===== config.mk =====
export PLATFORM = sky130hd
export DESIGN_NAME = uwrc_seq
export DESIGN_NICKNAME = d
export VERILOG_FILES = /design/src/rtl/uwrc_pkg.sv /design/src/rtl/uwrc_seq.sv
export SDC_FILE = /design/constraint.sdc
export NUM_CORES = 1
export LEC_CHECK = 0
export BUFFER_PORTS_ARGS = -buffer_cell sky130_fd_sc_hd__buf_2
export CORE_AREA = 2 2 39 41
export DETAILED_ROUTE_END_ITERATION = 16
export DIE_AREA = 0 0 41 43
export HOLD_SLACK_MARGIN = 0.1
export PLACE_DENSITY = 0.59
export SYNTH_ARGS = -nofsm -noshare
export SYNTH_HDL_FRONTEND = slang
export SYNTH_SLANG_ARGS = --single-unit

===== constraint.sdc =====
create_clock -name clk -period 1.7 [get_ports clk]
set_input_delay 0.17 -clock clk [delete_from_list [all_inputs] [get_ports clk]]
set_output_delay 0.17 -clock clk [all_outputs]
set_load 0.01 [all_outputs]

===== src/rtl/uwrc_pkg.sv =====
// ---------------------------------------------------------------------------
// uwrc_pkg: shared types and constants of the waypoint rollout controller
// Fixed-point constants, the arctangent table, angle wrapping, rounding and
// the sequencer control and status structs.
// ---------------------------------------------------------------------------
package uwrc_pkg;

  // Angle constants, Q3.16 and Q2.30.
  localparam int PI_Q16     = 205887;
  localparam int TWO_PI_Q16 = 411775;
  localparam logic signed [33:0] PI_Q30      = 34'sd3373259426;
  localparam logic signed [33:0] HALF_PI_Q30 = 34'sd1686629713;

  // CORDIC datapath widths and constants.
  localparam int XY_W       = 48;
  localparam int Z_W        = 34;
  localparam int ANG_W      = 20;
  localparam int MAG_W      = 35;
  localparam int TRIG_W     = 34;
  localparam int ATAN_IDX_W = 5;
  localparam logic signed [XY_W-1:0] ROT_START_Q30 = 48'sd652032874;
  localparam logic [17:0] MAG_GAIN_Q18 = 18'd159188;

  // Control law constants.
  localparam int TURN_MAX  = 52429;
  localparam int BIAS_MAX  = 26214;
  localparam int ERR_LIMIT = 19660;
  localparam int SLOW_Q16  = 19661;
  localparam int FLOOR_Q17 = 26214;
  localparam int FAC_ONE   = 131072;
  localparam int REP_MIN   = 655;
  localparam int REP_SAT   = 104858;

  // Configuration register indexes.
  localparam logic REG_TIME_STEP   = 1'b0;
  localparam logic REG_SPEED_LIMIT = 1'b1;

  typedef enum logic {COR_VEC, COR_ROT} cor_mode_t;
  typedef enum logic {SRC_TGT, SRC_REP} cor_src_t;

  typedef enum logic [3:0] {
    ST_IDLE, ST_TGT_GO, ST_TGT_WAIT, ST_REP_GO, ST_REP_WAIT,
    ST_CTRL1, ST_CTRL2, ST_CTRL3, ST_ROT_GO, ST_ROT_WAIT, ST_INT, ST_OUT
  } state_t;

  typedef struct packed {
    logic      ready;
    logic      cor_start;
    cor_mode_t cor_mode;
    cor_src_t  cor_src;
    logic      cap_tgt;
    logic      cap_rep;
    logic      cap_rot;
    logic      ctrl1;
    logic      ctrl2;
    logic      ctrl3;
    logic      integ;
    logic      out_load;
  } seq_ctrl_t;

  typedef struct packed {
    logic in_valid;
    logic cor_done;
    logic out_free;
  } seq_stat_t;

  // Arctangent of 2^-i, Q2.30.
  function automatic logic signed [Z_W-1:0] atan_q30(input logic [ATAN_IDX_W-1:0] i);
    logic signed [Z_W-1:0] r;
    case (i)
      5'd0:  r = 34'sd843314857;
      5'd1:  r = 34'sd497837829;
      5'd2:  r = 34'sd263043837;
      5'd3:  r = 34'sd133525159;
      5'd4:  r = 34'sd67021687;
      5'd5:  r = 34'sd33543516;
      5'd6:  r = 34'sd16775851;
      5'd7:  r = 34'sd8388437;
      5'd8:  r = 34'sd4194283;
      5'd9:  r = 34'sd2097149;
      5'd10: r = 34'sd1048576;
      5'd11: r = 34'sd524288;
      5'd12: r = 34'sd262144;
      5'd13: r = 34'sd131072;
      5'd14: r = 34'sd65536;
      5'd15: r = 34'sd32768;
      5'd16: r = 34'sd16384;
      5'd17: r = 34'sd8192;
      5'd18: r = 34'sd4096;
      5'd19: r = 34'sd2048;
      5'd20: r = 34'sd1024;
      5'd21: r = 34'sd512;
      5'd22: r = 34'sd256;
      5'd23: r = 34'sd128;
      default: r = '0;
    endcase
    return r;
  endfunction

  // Bring an angle into [-pi, pi]; pi itself is kept.
  function automatic logic signed [23:0] wrap_pi(input logic signed [23:0] a);
    logic signed [23:0] r;
    r = a;
    for (int k = 0; k < 4; k++) begin
      if (r > PI_Q16) begin
        r = r - 24'(TWO_PI_Q16);
      end else if (r < -PI_Q16) begin
        r = r + 24'(TWO_PI_Q16);
      end
    end
    return r;
  endfunction

  // Arithmetic right shift with rounding half away from zero.
  function automatic logic signed [65:0] rnd_shift(input logic signed [65:0] v,
                                                   input int unsigned s);
    logic [65:0] m;
    logic [65:0] half;
    logic [65:0] r;
    half = 66'd1 << (s - 1);
    m = v[65] ? 66'(-v) : 66'(v);
    r = (m + half) >> s;
    return v[65] ? -$signed(r) : $signed(r);
  endfunction

endpackage


===== src/rtl/uwrc_seq.sv =====
// ---------------------------------------------------------------------------
// uwrc_seq: step sequencer
// Runs the three CORDIC passes and the control and integration steps of one
// request, then waits for the output register to be free.
// ---------------------------------------------------------------------------
module uwrc_seq
  import uwrc_pkg::*;
(
  input  logic      clk,
  input  logic      rst,
  input  seq_stat_t stat,
  output seq_ctrl_t ctrl
);

  state_t state, state_next;

  always_ff @(posedge clk) begin
    if (rst) begin
      state <= ST_IDLE;
    end else begin
      state <= state_next;
    end
  end

  // Next state.
  always_comb begin
    state_next = state;
    unique case (state)
      ST_IDLE:     if (stat.in_valid) state_next = ST_TGT_GO;
      ST_TGT_GO:   state_next = ST_TGT_WAIT;
      ST_TGT_WAIT: if (stat.cor_done) state_next = ST_REP_GO;
      ST_REP_GO:   state_next = ST_REP_WAIT;
      ST_REP_WAIT: if (stat.cor_done) state_next = ST_CTRL1;
      ST_CTRL1:    state_next = ST_CTRL2;
      ST_CTRL2:    state_next = ST_CTRL3;
      ST_CTRL3:    state_next = ST_ROT_GO;
      ST_ROT_GO:   state_next = ST_ROT_WAIT;
      ST_ROT_WAIT: if (stat.cor_done) state_next = ST_INT;
      ST_INT:      state_next = ST_OUT;
      ST_OUT:      if (stat.out_free) state_next = ST_IDLE;
      default:     state_next = ST_IDLE;
    endcase
  end

  // Control outputs.
  always_comb begin
    ctrl = '0;
    ctrl.cor_mode = COR_VEC;
    ctrl.cor_src  = SRC_TGT;
    unique case (state)
      ST_IDLE:     ctrl.ready = 1'b1;
      ST_TGT_GO:   ctrl.cor_start = 1'b1;
      ST_TGT_WAIT: ctrl.cap_tgt = stat.cor_done;
      ST_REP_GO: begin
        ctrl.cor_start = 1'b1;
        ctrl.cor_src   = SRC_REP;
      end
      ST_REP_WAIT: ctrl.cap_rep = stat.cor_done;
      ST_CTRL1:    ctrl.ctrl1 = 1'b1;
      ST_CTRL2:    ctrl.ctrl2 = 1'b1;
      ST_CTRL3:    ctrl.ctrl3 = 1'b1;
      ST_ROT_GO: begin
        ctrl.cor_start = 1'b1;
        ctrl.cor_mode  = COR_ROT;
      end
      ST_ROT_WAIT: ctrl.cap_rot = stat.cor_done;
      ST_INT:      ctrl.integ = 1'b1;
      ST_OUT:      ctrl.out_load = stat.out_free;
      default:     ctrl.ready = 1'b0;
    endcase
  end

endmodule


==> flow_summary.toml <==
[synth]
avgSynthCellArea_sq_um = 7.788
synth_top_area_cell = "dfxtp_1"
synth_area_leaders = "dfxtp_1 (21%), nor2_1 (9.8%), a2111oi_4 (7.2%)"
post-synth-top-area-fraction_pct = 20.98
ys_seq_elements = 4
seq_area_frac_synth_pct = 20.98
synth_cells = 49
synth_nets = 54
synth_warnings = 0
synth_cell_types = 26
netlist_area_sq_um = 381.6

[detailed_routing]
post_drt_wl_per_cell_microns = 10.08
drt_drc_violations_left = 0
routed_wl_microns = 837
first_iter_violations = 15
ant_nets = 0
drt-pass1-iter-count = 4
viasPerCell = 4.795
via_count = 398

[cts]
clock_latency_ps = 230
cts_buffer_depth = 2
cts_setup_buffers = 0
htreeDepth = 1
clock_sinks = 4
cts_made_buffers = 3
cts_hold_buf = 0
clkTransAtPathRegs_ps = 40
root_buffer = "clkbuf_4"
ctsResizeCount = 0
cts_tree = "done"

[timing]
drv_slew = 0
fmax_mhz = 649.6
finalHoldViolations = 0
finalClockSkew_ps = 2.798
layout_min_cycle_time_ps = 1539
relSlewSlack_pct = 73.09
rsz0062_at_grt = "false"
fin_crit_sh_pct = 90.55
finalSetupViolations = 0
layout_setup_ws_ps = 160.6
worst_pin_slew_ps = 403.1
fin_setup_tns_ps = 0

[cells_and_area]
area_growth_syn_to_layout_pct = 30.82
fin_nets = 74
regMostFlops = "state"
fillers = 164
top_regs = "state x4"
drive_gt1_share_pct = 40.30
antenna_cells = 0
final_cells = 83
largest_reg_flops = 4

[grt]
overflow = 0
grt_pass1_wl_microns = 1400
grt_start_max_net_pins = 13
grt_util_all_layers_pct = 12.16
first_global_vias = 332
antenna_found_initial = 0

[power]
p_sw_mw = 0.1241
leakage_nw = 0.2170
pwr-share-clk_pct = 30.1
cellPowerDensity_nw_per_um2 = 745.8
comb_power_share_pct = 35.2
p_total_mw = 0.3723
p_sw_share_pct = 33.34
pwr-share-seq_pct = 34.8
power.internal_mw = 0.2482
vdd_drop_max_uv = 321.9

[die]
design.die.area_sq_um = 1763
row_count = 14
die_x_microns = 41
boundaryPins = 17
initial_core_util_pct = 27.58
core_area_sq_um = 1384
die_y_microns = 43

[setup_path]
path_cells = "buf_4, nand2_1, nor3_1, buf_2"
timing.critical_path.to_type = "output pin"
slowest_delay_ps = 560
worstPathArrival_ps = 1370
start_kind = "flop"
crit_path_top_delay_cell = "dfxtp_1"
critPathBufInv = 2
crit_family = "flip-flops"
path_class = "reg2out"
r2r_slack_ps = 260
required_ps = 1530
cp_max_fo = 10

[place]
port_buffers = 16
pre_cts_slack_ps = 252.5
place_inst = 80
finalWeightedCongestion = 0.7302
dp_hpwl_microns = 661.6

[outcome]
status = "finished clean"

[job]
max_cap_violations = 0

[min_path]
hold_class = "in2reg"
[kinds of logic (layout without fill, tap and decap cells)]
logic type	after synthesis	in the layout	share of synthesized area, %
muxes	1	1	2.623
and+or+nand+nor	30	30	42.62
DFF	4	4	20.98
AOI/OAI and AO/OA	8	8	22.95
buffers and inverters	5	23	8.524
xor gates and xnor gates	1	1	2.296
[cells in the mapped netlist]
master / count
nor4b_1: 1
nand2b_1: 3
nor4_1: 1
a21oi_1: 1
a32o_1: 1
buf_6: 1
dfxtp_1: 4
nor3_1: 3
o41ai_1: 1
nand2_1: 6
a2111oi_4: 1
mux2i_1: 1
nor4_2: 1
o211a_1: 1
nor2_1: 10
inv_1: 1
buf_4: 1
nand4b_1: 1
o21a_1: 1
nand2b_4: 1
a31oi_1: 1
nand3_1: 2
a211oi_2: 1
buf_2: 2
and3b_1: 1
xnor2_1: 1
[cell usage in the layout, fill, tap and decap left out]
cell type	instances
inv_1	1
buf_4	3
xnor2_1	1
dfxtp_2	1
nor4_2	1
nand2b_4	1
o211a_1	1
nor3_1	3
buf_2	16
nor4b_1	1
dfxtp_1	3
nor2_1	10
a211oi_2	1
clkbuf_4	3
nand3_1	2
nor4_1	1
a21oi_1	1
nand4b_1	1
nand2b_1	3
a2111oi_4	1
and3b_1	1
o41ai_1	1
a32o_1	1
a31oi_1	1
mux2i_1	1
o21a_1	1
nand2_1	6
[layout make-up]
cell class | instances | area, sq um | share of cell area [%]
inverter | 1 | 3.754 | 0.7519
clock buffer | 3 | 22.52 | 4.511
multi-input combinational | 40 | 269.0 | 53.88
sequential | 4 | 81.33 | 16.29
tap | 16 | 20.02 | 4.010
timing repair buffer | 19 | 102.6 | 20.55
[layer usage]
metal  vias to the layer above  track usage, %  wire (microns)
li1                        214               -               -
met1                       166           14.19             372
met2                        18           16.56             394
met3                         0           6.283              69
met4                         0           8.000               0
met5                         -               0               0
[power by group through the flow]
stage               Combinational [mW]  Sequential (mW)  Clock [mW]
global route                     0.144            0.134       0.139
floorplan                        0.107            0.118           0
finish                           0.131            0.129       0.112
global placement                 0.131            0.131           0
CTS                              0.132            0.130       0.120
detailed placement               0.131            0.131           0
[worst paths after layout]
path,startpoint,to,cells past startpoint
max reg2reg,state[1],state[1],4
min,rst,state[3],2
min reg2reg,state[3],state[2],1
max,state[1],ctrl[3],4
[through the flow]
stage          cell area (sq um)  util, %  hold WS (ps)
2_1_floorplan              381.6        -         242.4
3_3_place_gp               475.5    34.36         365.6
3_5_place_dp               475.5    34.36         364.8
4_1_cts                    498.0    35.99         119.8
5_1_grt                    499.2    36.08         113.3
6_report                   499.2    36.08         122.1
(Power assumes the default switching activity.)
