==> src/rtl/uwrc_pkg.sv <==
// ---------------------------------------------------------------------------
// uwrc_pkg: shared types and constants of the waypoint rollout controller
// Fixed-point constants, the arctangent table, angle wrapping, rounding and
// the sequencer control and status structs.
// ---------------------------------------------------------------------------
package uwrc_pkg;

  // Angle constants, Q3.16 and Q2.30.
  localparam int PI_Q16     = 205887;
  localparam int TWO_PI_Q16 = 411775;
  localparam logic signed [33:0] PI_Q30      = 34'sd3373259426;
  localparam logic signed [33:0] HALF_PI_Q30 = 34'sd1686629713;

  // CORDIC datapath widths and constants.
  localparam int XY_W       = 48;
  localparam int Z_W        = 34;
  localparam int ANG_W      = 20;
  localparam int MAG_W      = 35;
  localparam int TRIG_W     = 34;
  localparam int ATAN_IDX_W = 5;
  localparam logic signed [XY_W-1:0] ROT_START_Q30 = 48'sd652032874;
  localparam logic [17:0] MAG_GAIN_Q18 = 18'd159188;

  // Control law constants.
  localparam int TURN_MAX  = 52429;
  localparam int BIAS_MAX  = 26214;
  localparam int ERR_LIMIT = 19660;
  localparam int SLOW_Q16  = 19661;
  localparam int FLOOR_Q17 = 26214;
  localparam int FAC_ONE   = 131072;
  localparam int REP_MIN   = 655;
  localparam int REP_SAT   = 104858;

  // Configuration register indexes.
  localparam logic REG_TIME_STEP   = 1'b0;
  localparam logic REG_SPEED_LIMIT = 1'b1;

  typedef enum logic {COR_VEC, COR_ROT} cor_mode_t;
  typedef enum logic {SRC_TGT, SRC_REP} cor_src_t;

  typedef enum logic [3:0] {
    ST_IDLE, ST_TGT_GO, ST_TGT_WAIT, ST_REP_GO, ST_REP_WAIT,
    ST_CTRL1, ST_CTRL2, ST_CTRL3, ST_ROT_GO, ST_ROT_WAIT, ST_INT, ST_OUT
  } state_t;

  typedef struct packed {
    logic      ready;
    logic      cor_start;
    cor_mode_t cor_mode;
    cor_src_t  cor_src;
    logic      cap_tgt;
    logic      cap_rep;
    logic      cap_rot;
    logic      ctrl1;
    logic      ctrl2;
    logic      ctrl3;
    logic      integ;
    logic      out_load;
  } seq_ctrl_t;

  typedef struct packed {
    logic in_valid;
    logic cor_done;
    logic out_free;
  } seq_stat_t;

  // Arctangent of 2^-i, Q2.30.
  function automatic logic signed [Z_W-1:0] atan_q30(input logic [ATAN_IDX_W-1:0] i);
    logic signed [Z_W-1:0] r;
    case (i)
      5'd0:  r = 34'sd843314857;
      5'd1:  r = 34'sd497837829;
      5'd2:  r = 34'sd263043837;
      5'd3:  r = 34'sd133525159;
      5'd4:  r = 34'sd67021687;
      5'd5:  r = 34'sd33543516;
      5'd6:  r = 34'sd16775851;
      5'd7:  r = 34'sd8388437;
      5'd8:  r = 34'sd4194283;
      5'd9:  r = 34'sd2097149;
      5'd10: r = 34'sd1048576;
      5'd11: r = 34'sd524288;
      5'd12: r = 34'sd262144;
      5'd13: r = 34'sd131072;
      5'd14: r = 34'sd65536;
      5'd15: r = 34'sd32768;
      5'd16: r = 34'sd16384;
      5'd17: r = 34'sd8192;
      5'd18: r = 34'sd4096;
      5'd19: r = 34'sd2048;
      5'd20: r = 34'sd1024;
      5'd21: r = 34'sd512;
      5'd22: r = 34'sd256;
      5'd23: r = 34'sd128;
      default: r = '0;
    endcase
    return r;
  endfunction

  // Bring an angle into [-pi, pi]; pi itself is kept.
  function automatic logic signed [23:0] wrap_pi(input logic signed [23:0] a);
    logic signed [23:0] r;
    r = a;
    for (int k = 0; k < 4; k++) begin
      if (r > PI_Q16) begin
        r = r - 24'(TWO_PI_Q16);
      end else if (r < -PI_Q16) begin
        r = r + 24'(TWO_PI_Q16);
      end
    end
    return r;
  endfunction

  // Arithmetic right shift with rounding half away from zero.
  function automatic logic signed [65:0] rnd_shift(input logic signed [65:0] v,
                                                   input int unsigned s);
    logic [65:0] m;
    logic [65:0] half;
    logic [65:0] r;
    half = 66'd1 << (s - 1);
    m = v[65] ? 66'(-v) : 66'(v);
    r = (m + half) >> s;
    return v[65] ? -$signed(r) : $signed(r);
  endfunction

endpackage

==> src/rtl/uwrc_cordic.sv <==
// ---------------------------------------------------------------------------
// uwrc_cordic: shared iterative CORDIC unit
// Vectoring gives atan2 and the gain-corrected magnitude; rotation gives the
// cosine and sine of a heading. One micro-rotation per clock.
// ---------------------------------------------------------------------------
module uwrc_cordic
  import uwrc_pkg::*;
#(
  parameter int STEPS = 16
) (
  input  logic                     clk,
  input  logic                     rst,
  input  logic                     start,
  input  cor_mode_t                mode,
  input  logic signed [32:0]       vec_x,
  input  logic signed [32:0]       vec_y,
  input  logic signed [ANG_W-1:0]  rot_ang,
  output logic                     done,
  output logic signed [ANG_W-1:0]  res_ang,
  output logic [MAG_W-1:0]         res_mag,
  output logic signed [TRIG_W-1:0] res_cos,
  output logic signed [TRIG_W-1:0] res_sin
);

  localparam int CW = $clog2(STEPS);

  logic                   busy;
  logic                   fin;
  logic [CW-1:0]          cnt;
  logic signed [XY_W-1:0] x, y;
  logic signed [Z_W-1:0]  z;
  cor_mode_t              mode_r;
  logic                   neg;
  logic                   zero;

  logic signed [XY_W-1:0] vx, vy, ix, iy;
  logic signed [Z_W-1:0]  rz, iz;
  logic                   ineg;
  logic signed [XY_W-1:0] xs, ys, x_next, y_next;
  logic signed [Z_W-1:0]  a, z_next;
  logic                   cw;
  logic [XY_W-1:0]        xc;
  logic [65:0]            mprod;

  // Start vector: prescale and quadrant fold, or angle fold for rotation.
  always_comb begin
    vx = XY_W'(vec_x) <<< 12;
    vy = XY_W'(vec_y) <<< 12;
    rz = Z_W'(rot_ang) <<< 14;
    ineg = 1'b0;
    if (mode == COR_VEC) begin
      ix = vx;
      iy = vy;
      iz = '0;
      if (vx < 0) begin
        if (vy >= 0) begin
          ix = vy;
          iy = -vx;
          iz = HALF_PI_Q30;
        end else begin
          ix = -vy;
          iy = vx;
          iz = -HALF_PI_Q30;
        end
      end
    end else begin
      ix = ROT_START_Q30;
      iy = '0;
      iz = rz;
      if (rz > HALF_PI_Q30) begin
        iz = rz - PI_Q30;
        ineg = 1'b1;
      end else if (rz < -HALF_PI_Q30) begin
        iz = rz + PI_Q30;
        ineg = 1'b1;
      end
    end
  end

  // One micro-rotation.
  always_comb begin
    xs = x >>> cnt;
    ys = y >>> cnt;
    a  = atan_q30(ATAN_IDX_W'(cnt));
    cw = (mode_r == COR_VEC) ? (y > 0) : (z < 0);
    if (cw) begin
      x_next = x + ys;
      y_next = y - xs;
      z_next = z + a;
    end else begin
      x_next = x - ys;
      y_next = y + xs;
      z_next = z - a;
    end
  end

  // Gain correction of the magnitude.
  always_comb begin
    xc = x[XY_W-1] ? '0 : XY_W'(x);
    mprod = 66'(xc) * 66'(MAG_GAIN_Q18) + (66'd1 << 29);
  end

  // Control of the iteration count.
  always_ff @(posedge clk) begin
    if (rst) begin
      busy <= 1'b0;
      fin  <= 1'b0;
      done <= 1'b0;
      cnt  <= '0;
    end else begin
      done <= fin;
      if (start) begin
        busy <= 1'b1;
        fin  <= 1'b0;
        cnt  <= '0;
      end else if (busy) begin
        cnt <= cnt + 1'b1;
        if (cnt == CW'(STEPS - 1)) begin
          busy <= 1'b0;
          fin  <= 1'b1;
        end
      end else begin
        fin <= 1'b0;
      end
    end
  end

  // Working vector and results.
  always_ff @(posedge clk) begin
    if (start) begin
      x      <= ix;
      y      <= iy;
      z      <= iz;
      mode_r <= mode;
      neg    <= ineg;
      zero   <= (vec_x == 0) && (vec_y == 0);
    end else if (busy) begin
      x <= x_next;
      y <= y_next;
      z <= z_next;
    end
    if (fin) begin
      res_ang <= zero ? '0 : ANG_W'(rnd_shift(66'(z), 14));
      res_mag <= zero ? '0 : MAG_W'(mprod >> 30);
      res_cos <= neg ? TRIG_W'(-x) : TRIG_W'(x);
      res_sin <= neg ? TRIG_W'(-y) : TRIG_W'(y);
    end
  end

`ifndef ASSERT_OFF
  a_done_idle: assert property (@(posedge clk) disable iff (rst) done |-> !busy)
    else $error("CORDIC result flagged while still iterating");
  a_fin_done: assert property (@(posedge clk) disable iff (rst) fin |=> done)
    else $error("CORDIC finish not followed by done");
  a_start_idle: assert property (@(posedge clk) disable iff (rst) start |-> !busy && !fin)
    else $error("CORDIC started while busy");
`endif

endmodule

==> config.mk <==
export PLATFORM = sky130hd
export DESIGN_NAME = uwrc_cordic
export DESIGN_NICKNAME = d
export VERILOG_FILES = /design/src/rtl/uwrc_pkg.sv /design/src/rtl/uwrc_cordic.sv
export SDC_FILE = /design/constraint.sdc
export NUM_CORES = 2
export LEC_CHECK = 0
export ABC_CLOCK_PERIOD_IN_PS = 10400
export BUFFER_PORTS_ARGS = -buffer_cell sky130_fd_sc_hd__buf_2
export CAP_MARGIN = 5
export CORE_MARGIN = 2
export CORE_UTILIZATION = 63
export CTS_CLUSTER_DIAMETER = 80
export DETAILED_ROUTE_END_ITERATION = 6
export PLACE_DENSITY = 0.89
export SYNTH_ARGS = -nofsm -noshare
export SYNTH_HDL_FRONTEND = slang
export SYNTH_SLANG_ARGS = --single-unit
==> constraint.sdc <==
create_clock -name clk -period 10.4 [get_ports clk]
set_clock_uncertainty 0.05 [all_clocks]
set_input_delay 0 -clock clk [delete_from_list [all_inputs] [get_ports clk]]
set_output_delay 0 -clock clk [all_outputs]
set_load 0.03 [all_outputs]
==> flow_summary.json <==
{
  "ys.warnings.count": 0,
  "hold_viol": 0,
  "cts_sinks": 291,
  "sequential_area_share_after_synthesis": 0.1857,
  "crit_path_slowest_cell": "sky130_fd_sc_hd__edfxtp_1",
  "clkSlewWorstSetupHoldPaths_ns": 0.06,
  "die_w_um": 271.8,
  "maxClockFrequency_ghz": 0.1100,
  "grt_first_pass_wirelength_mm": 214.0,
  "synth_async_sr_flop_share": 0,
  "ys_top_cells_by_area": "sky130_fd_sc_hd__edfxtp_1 (17%), sky130_fd_sc_hd__fa_1 (13%), sky130_fd_sc_hd__ha_1 (10%), sky130_fd_sc_hd__xnor2_1 (6.9%), sky130_fd_sc_hd__mux4_2 (5.0%)",
  "grt_antenna_before_repair": 8,
  "critPathKind": "reg -> reg",
  "gp_routability_congestion": 1.055,
  "die-height_um": 271.8,
  "tightest_slew_ns": 1.096,
  "relSlewSlack": 0.2690,
  "core-area_um2": 71240,
  "initial_utilization": 0.6340,
  "numCtsBuffers": 37,
  "final_critical_path_setup_slack_ns": 1.311,
  "top_level_ports": 214,
  "delay_of_the_slowest_cell_on_the_worst_path_ns": 0.78,
  "clock_tree.htree_level_count": 2,
  "place_worst_setup_slack_ns": 1.392,
  "setup-violations-final": 0,
  "synth_commonest_cells": "sky130_fd_sc_hd__inv_1 (501), sky130_fd_sc_hd__nor2_1 (399), sky130_fd_sc_hd__ha_1 (364), sky130_fd_sc_hd__a21oi_1 (359), sky130_fd_sc_hd__xnor2_1 (356)",
  "ctsRootBufferMaster": "sky130_fd_sc_hd__clkbuf_16",
  "final.min_clock_period_ns": 9.089,
  "detail_route.wirelength_mm": 138.0,
  "cts_tree": "yes",
  "detailroute.wirelength.met3_mm": 16.50,
  "yosys.area.top_type": "sky130_fd_sc_hd__edfxtp_1",
  "worstSkewPairLatency_ns": 0.60,
  "syn_nets": 5856,
  "slew_viol_final": 0,
  "drv.max_cap_violation_count": 0,
  "synth_seq_cells": 291,
  "routedLengthMet1_mm": 54.81,
  "required_ns": 10.68,
  "cp.arrival_ns": 9.37,
  "post_synthesis_mux_area_share": 0.09052,
  "run_status": "completed",
  "number_of_global_route_vias_before_repair": 38950,
  "rsz_0062_raised_after_global_routing": "no",
  "remaining_drc_errors": 0,
  "worstPathBufferInverterCount": 3,
  "globalRouteOverflowTotal": 0,
  "cts_post_setup_buffers_inserted": 0,
  "most_frequently_used_cell_type_in_the_post_synthesis_netlist": "sky130_fd_sc_hd__inv_1",
  "route.detailed.vias_per_inst": 6.495,
  "critPathMaxFanout": 20,
  "yosys.area.top_type_share": 0.1702,
  "average_instance_area_after_synthesis_um2": 8.855,
  "globalRouteTotalUtil": 0.3651,
  "port_buffers": 213,
  "placed_wire_length_estimate_after_detailed_placement_mm": 107.0,
  "synth_enable_flop_cells": 256,
  "cts_max_path_buffers": 3,
  "setup_tns_ns": 0,
  "kind_of_end_point_of_the_critical_path": "flop",
  "topRoutingLayerUsed": "met5",
  "post_synth_xor_area_fraction": 0.1065,
  "nFillCells": 5550,
  "die_area_um2": 73860,
  "critical_path.top_delay_family": "adder cells",
  "wl_per_cell_um": 22.21,
  "grt_max_degree": 113,
  "largest_family_of_logic_cells_by_synthesized_area": "adder cells",
  "footprint_of_the_multi_input_gates_um2": 33830,
  "post_synth_fa_ha_maj_area_fraction": 0.2358,
  "met2_length_mm": 61.48,
  "hold_path_class": "in -> reg",
  "final-seq-area_um2": 8404,
  "design.final.nets": 5988,
  "post_synth_inst_count": 5101,
  "antenna_left": 0,
  "synthesis.area_um2": 45170,
  "initial_drc_count": 4453,
  "postSynth.topFlopCell": "sky130_fd_sc_hd__edfxtp_1",
  "route.vias.total": 40350,
  "cp_common_cell": "sky130_fd_sc_hd__fa_1",
  "firstDrtPassIters": 6,
  "yosysUniqueCellTypes": 108,
  "row_count": 98,
  "synth-simple-area-share": 0.1532,
  "critical_path.startpoint_type": "flop",
  "areaGrowthSynthToFinish_pct": 8.393,
  "cts-resized-gates": 0,
  "synth_compound_gate_area_share": 0.1626,
  "final.period_utilization": 0.8739,
  "layout_cell_share_with_drive_strength_beyond_1": 0.1086
}
path summary, 6_finish.rpt:
path,depth (start not counted),slack (ns),from,end
max,25,1.31,x[11],res_mag[28]
min,5,0.03,vec_y[24],y[36]
max reg2reg,25,1.31,x[11],res_mag[28]
min reg2reg,0,0.51,y[0],res_sin[0]
metrics by stage:
step	utilization	cell area [µm²]	cells	hold WS [ns]
2_1_floorplan	-	45170	5101	0.02161
3_3_place_gp	0.6549	46660	6035	0.2635
3_5_place_dp	0.6549	46660	6035	0.2752
4_1_cts	0.6870	48950	6207	0.0005235
5_1_grt	0.6870	48950	6207	0.04147
6_report	0.6873	48960	6213	0.03049
tightest hold or removal path: stages:
cell and delay [ns]:
sky130_fd_sc_hd__buf_2 0.13, sky130_fd_sc_hd__nor2_1 0.05, sky130_fd_sc_hd__a21oi_1 0.14, sky130_fd_sc_hd__a221oi_1 0.12, sky130_fd_sc_hd__o211ai_1 0.10
layout by cell type, fill, tap and decap left out, types with 124 or more instances in the layout:
| cell | count |
|---|---|
| sky130_fd_sc_hd__a21o_1 | 124 |
| sky130_fd_sc_hd__a21oi_1 | 359 |
| sky130_fd_sc_hd__buf_2 | 212 |
| sky130_fd_sc_hd__edfxtp_1 | 256 |
| sky130_fd_sc_hd__fa_1 | 301 |
| sky130_fd_sc_hd__ha_1 | 364 |
| sky130_fd_sc_hd__inv_1 | 501 |
| sky130_fd_sc_hd__nand2_1 | 302 |
| sky130_fd_sc_hd__nor2_1 | 399 |
| sky130_fd_sc_hd__o21ai_0 | 245 |
| sky130_fd_sc_hd__xnor2_1 | 356 |
| sky130_fd_sc_hd__xor2_1 | 193 |
cell type report:
type / count / area share
clock buffer: 47 / 0.02067
inverter: 506 / 0.03879
tap: 950 / 0.02428
timing repair buffer: 356 / 0.04958
sequential: 291 / 0.1717
multi-input combinational: 4041 / 0.6910
clock inverter: 16 / 0.003757
antenna: 6 / 0.0003067
state kept, by name (all words and copies together), names as in the netlist, 4 cells and up:
signal,cells
res_mag,35
z,34
res_sin,34
res_cos,34
cnt,4
a,28
y,48
res_ang,20
x,48
cells by family after synthesis:
family                   count (synthesis)
buffers and inverters                  769
adder cells (fa/ha/maj)                672
AO/OA/AOI/OAI                         1167
flip-flops                             291
multiplexers                           271
AND/OR/NAND/NOR                       1382
XOR/XNOR                               549
timing repair:
item | CTS | global route
endpoints found under the setup margin | 0 | 0
hold buffers | 109 | 0
hold endpoints to repair | 87 | 0
metal layers:
metal,vias up,global-route usage
met3,388,0.08341
met4,2,0.1262
met5,-,0
met2,2380,0.5728
li1,18340,-
met1,19250,0.4985
Power is not shown: default switching activity piles up to over one toggle a cycle in this logic, so the estimate is an artifact.
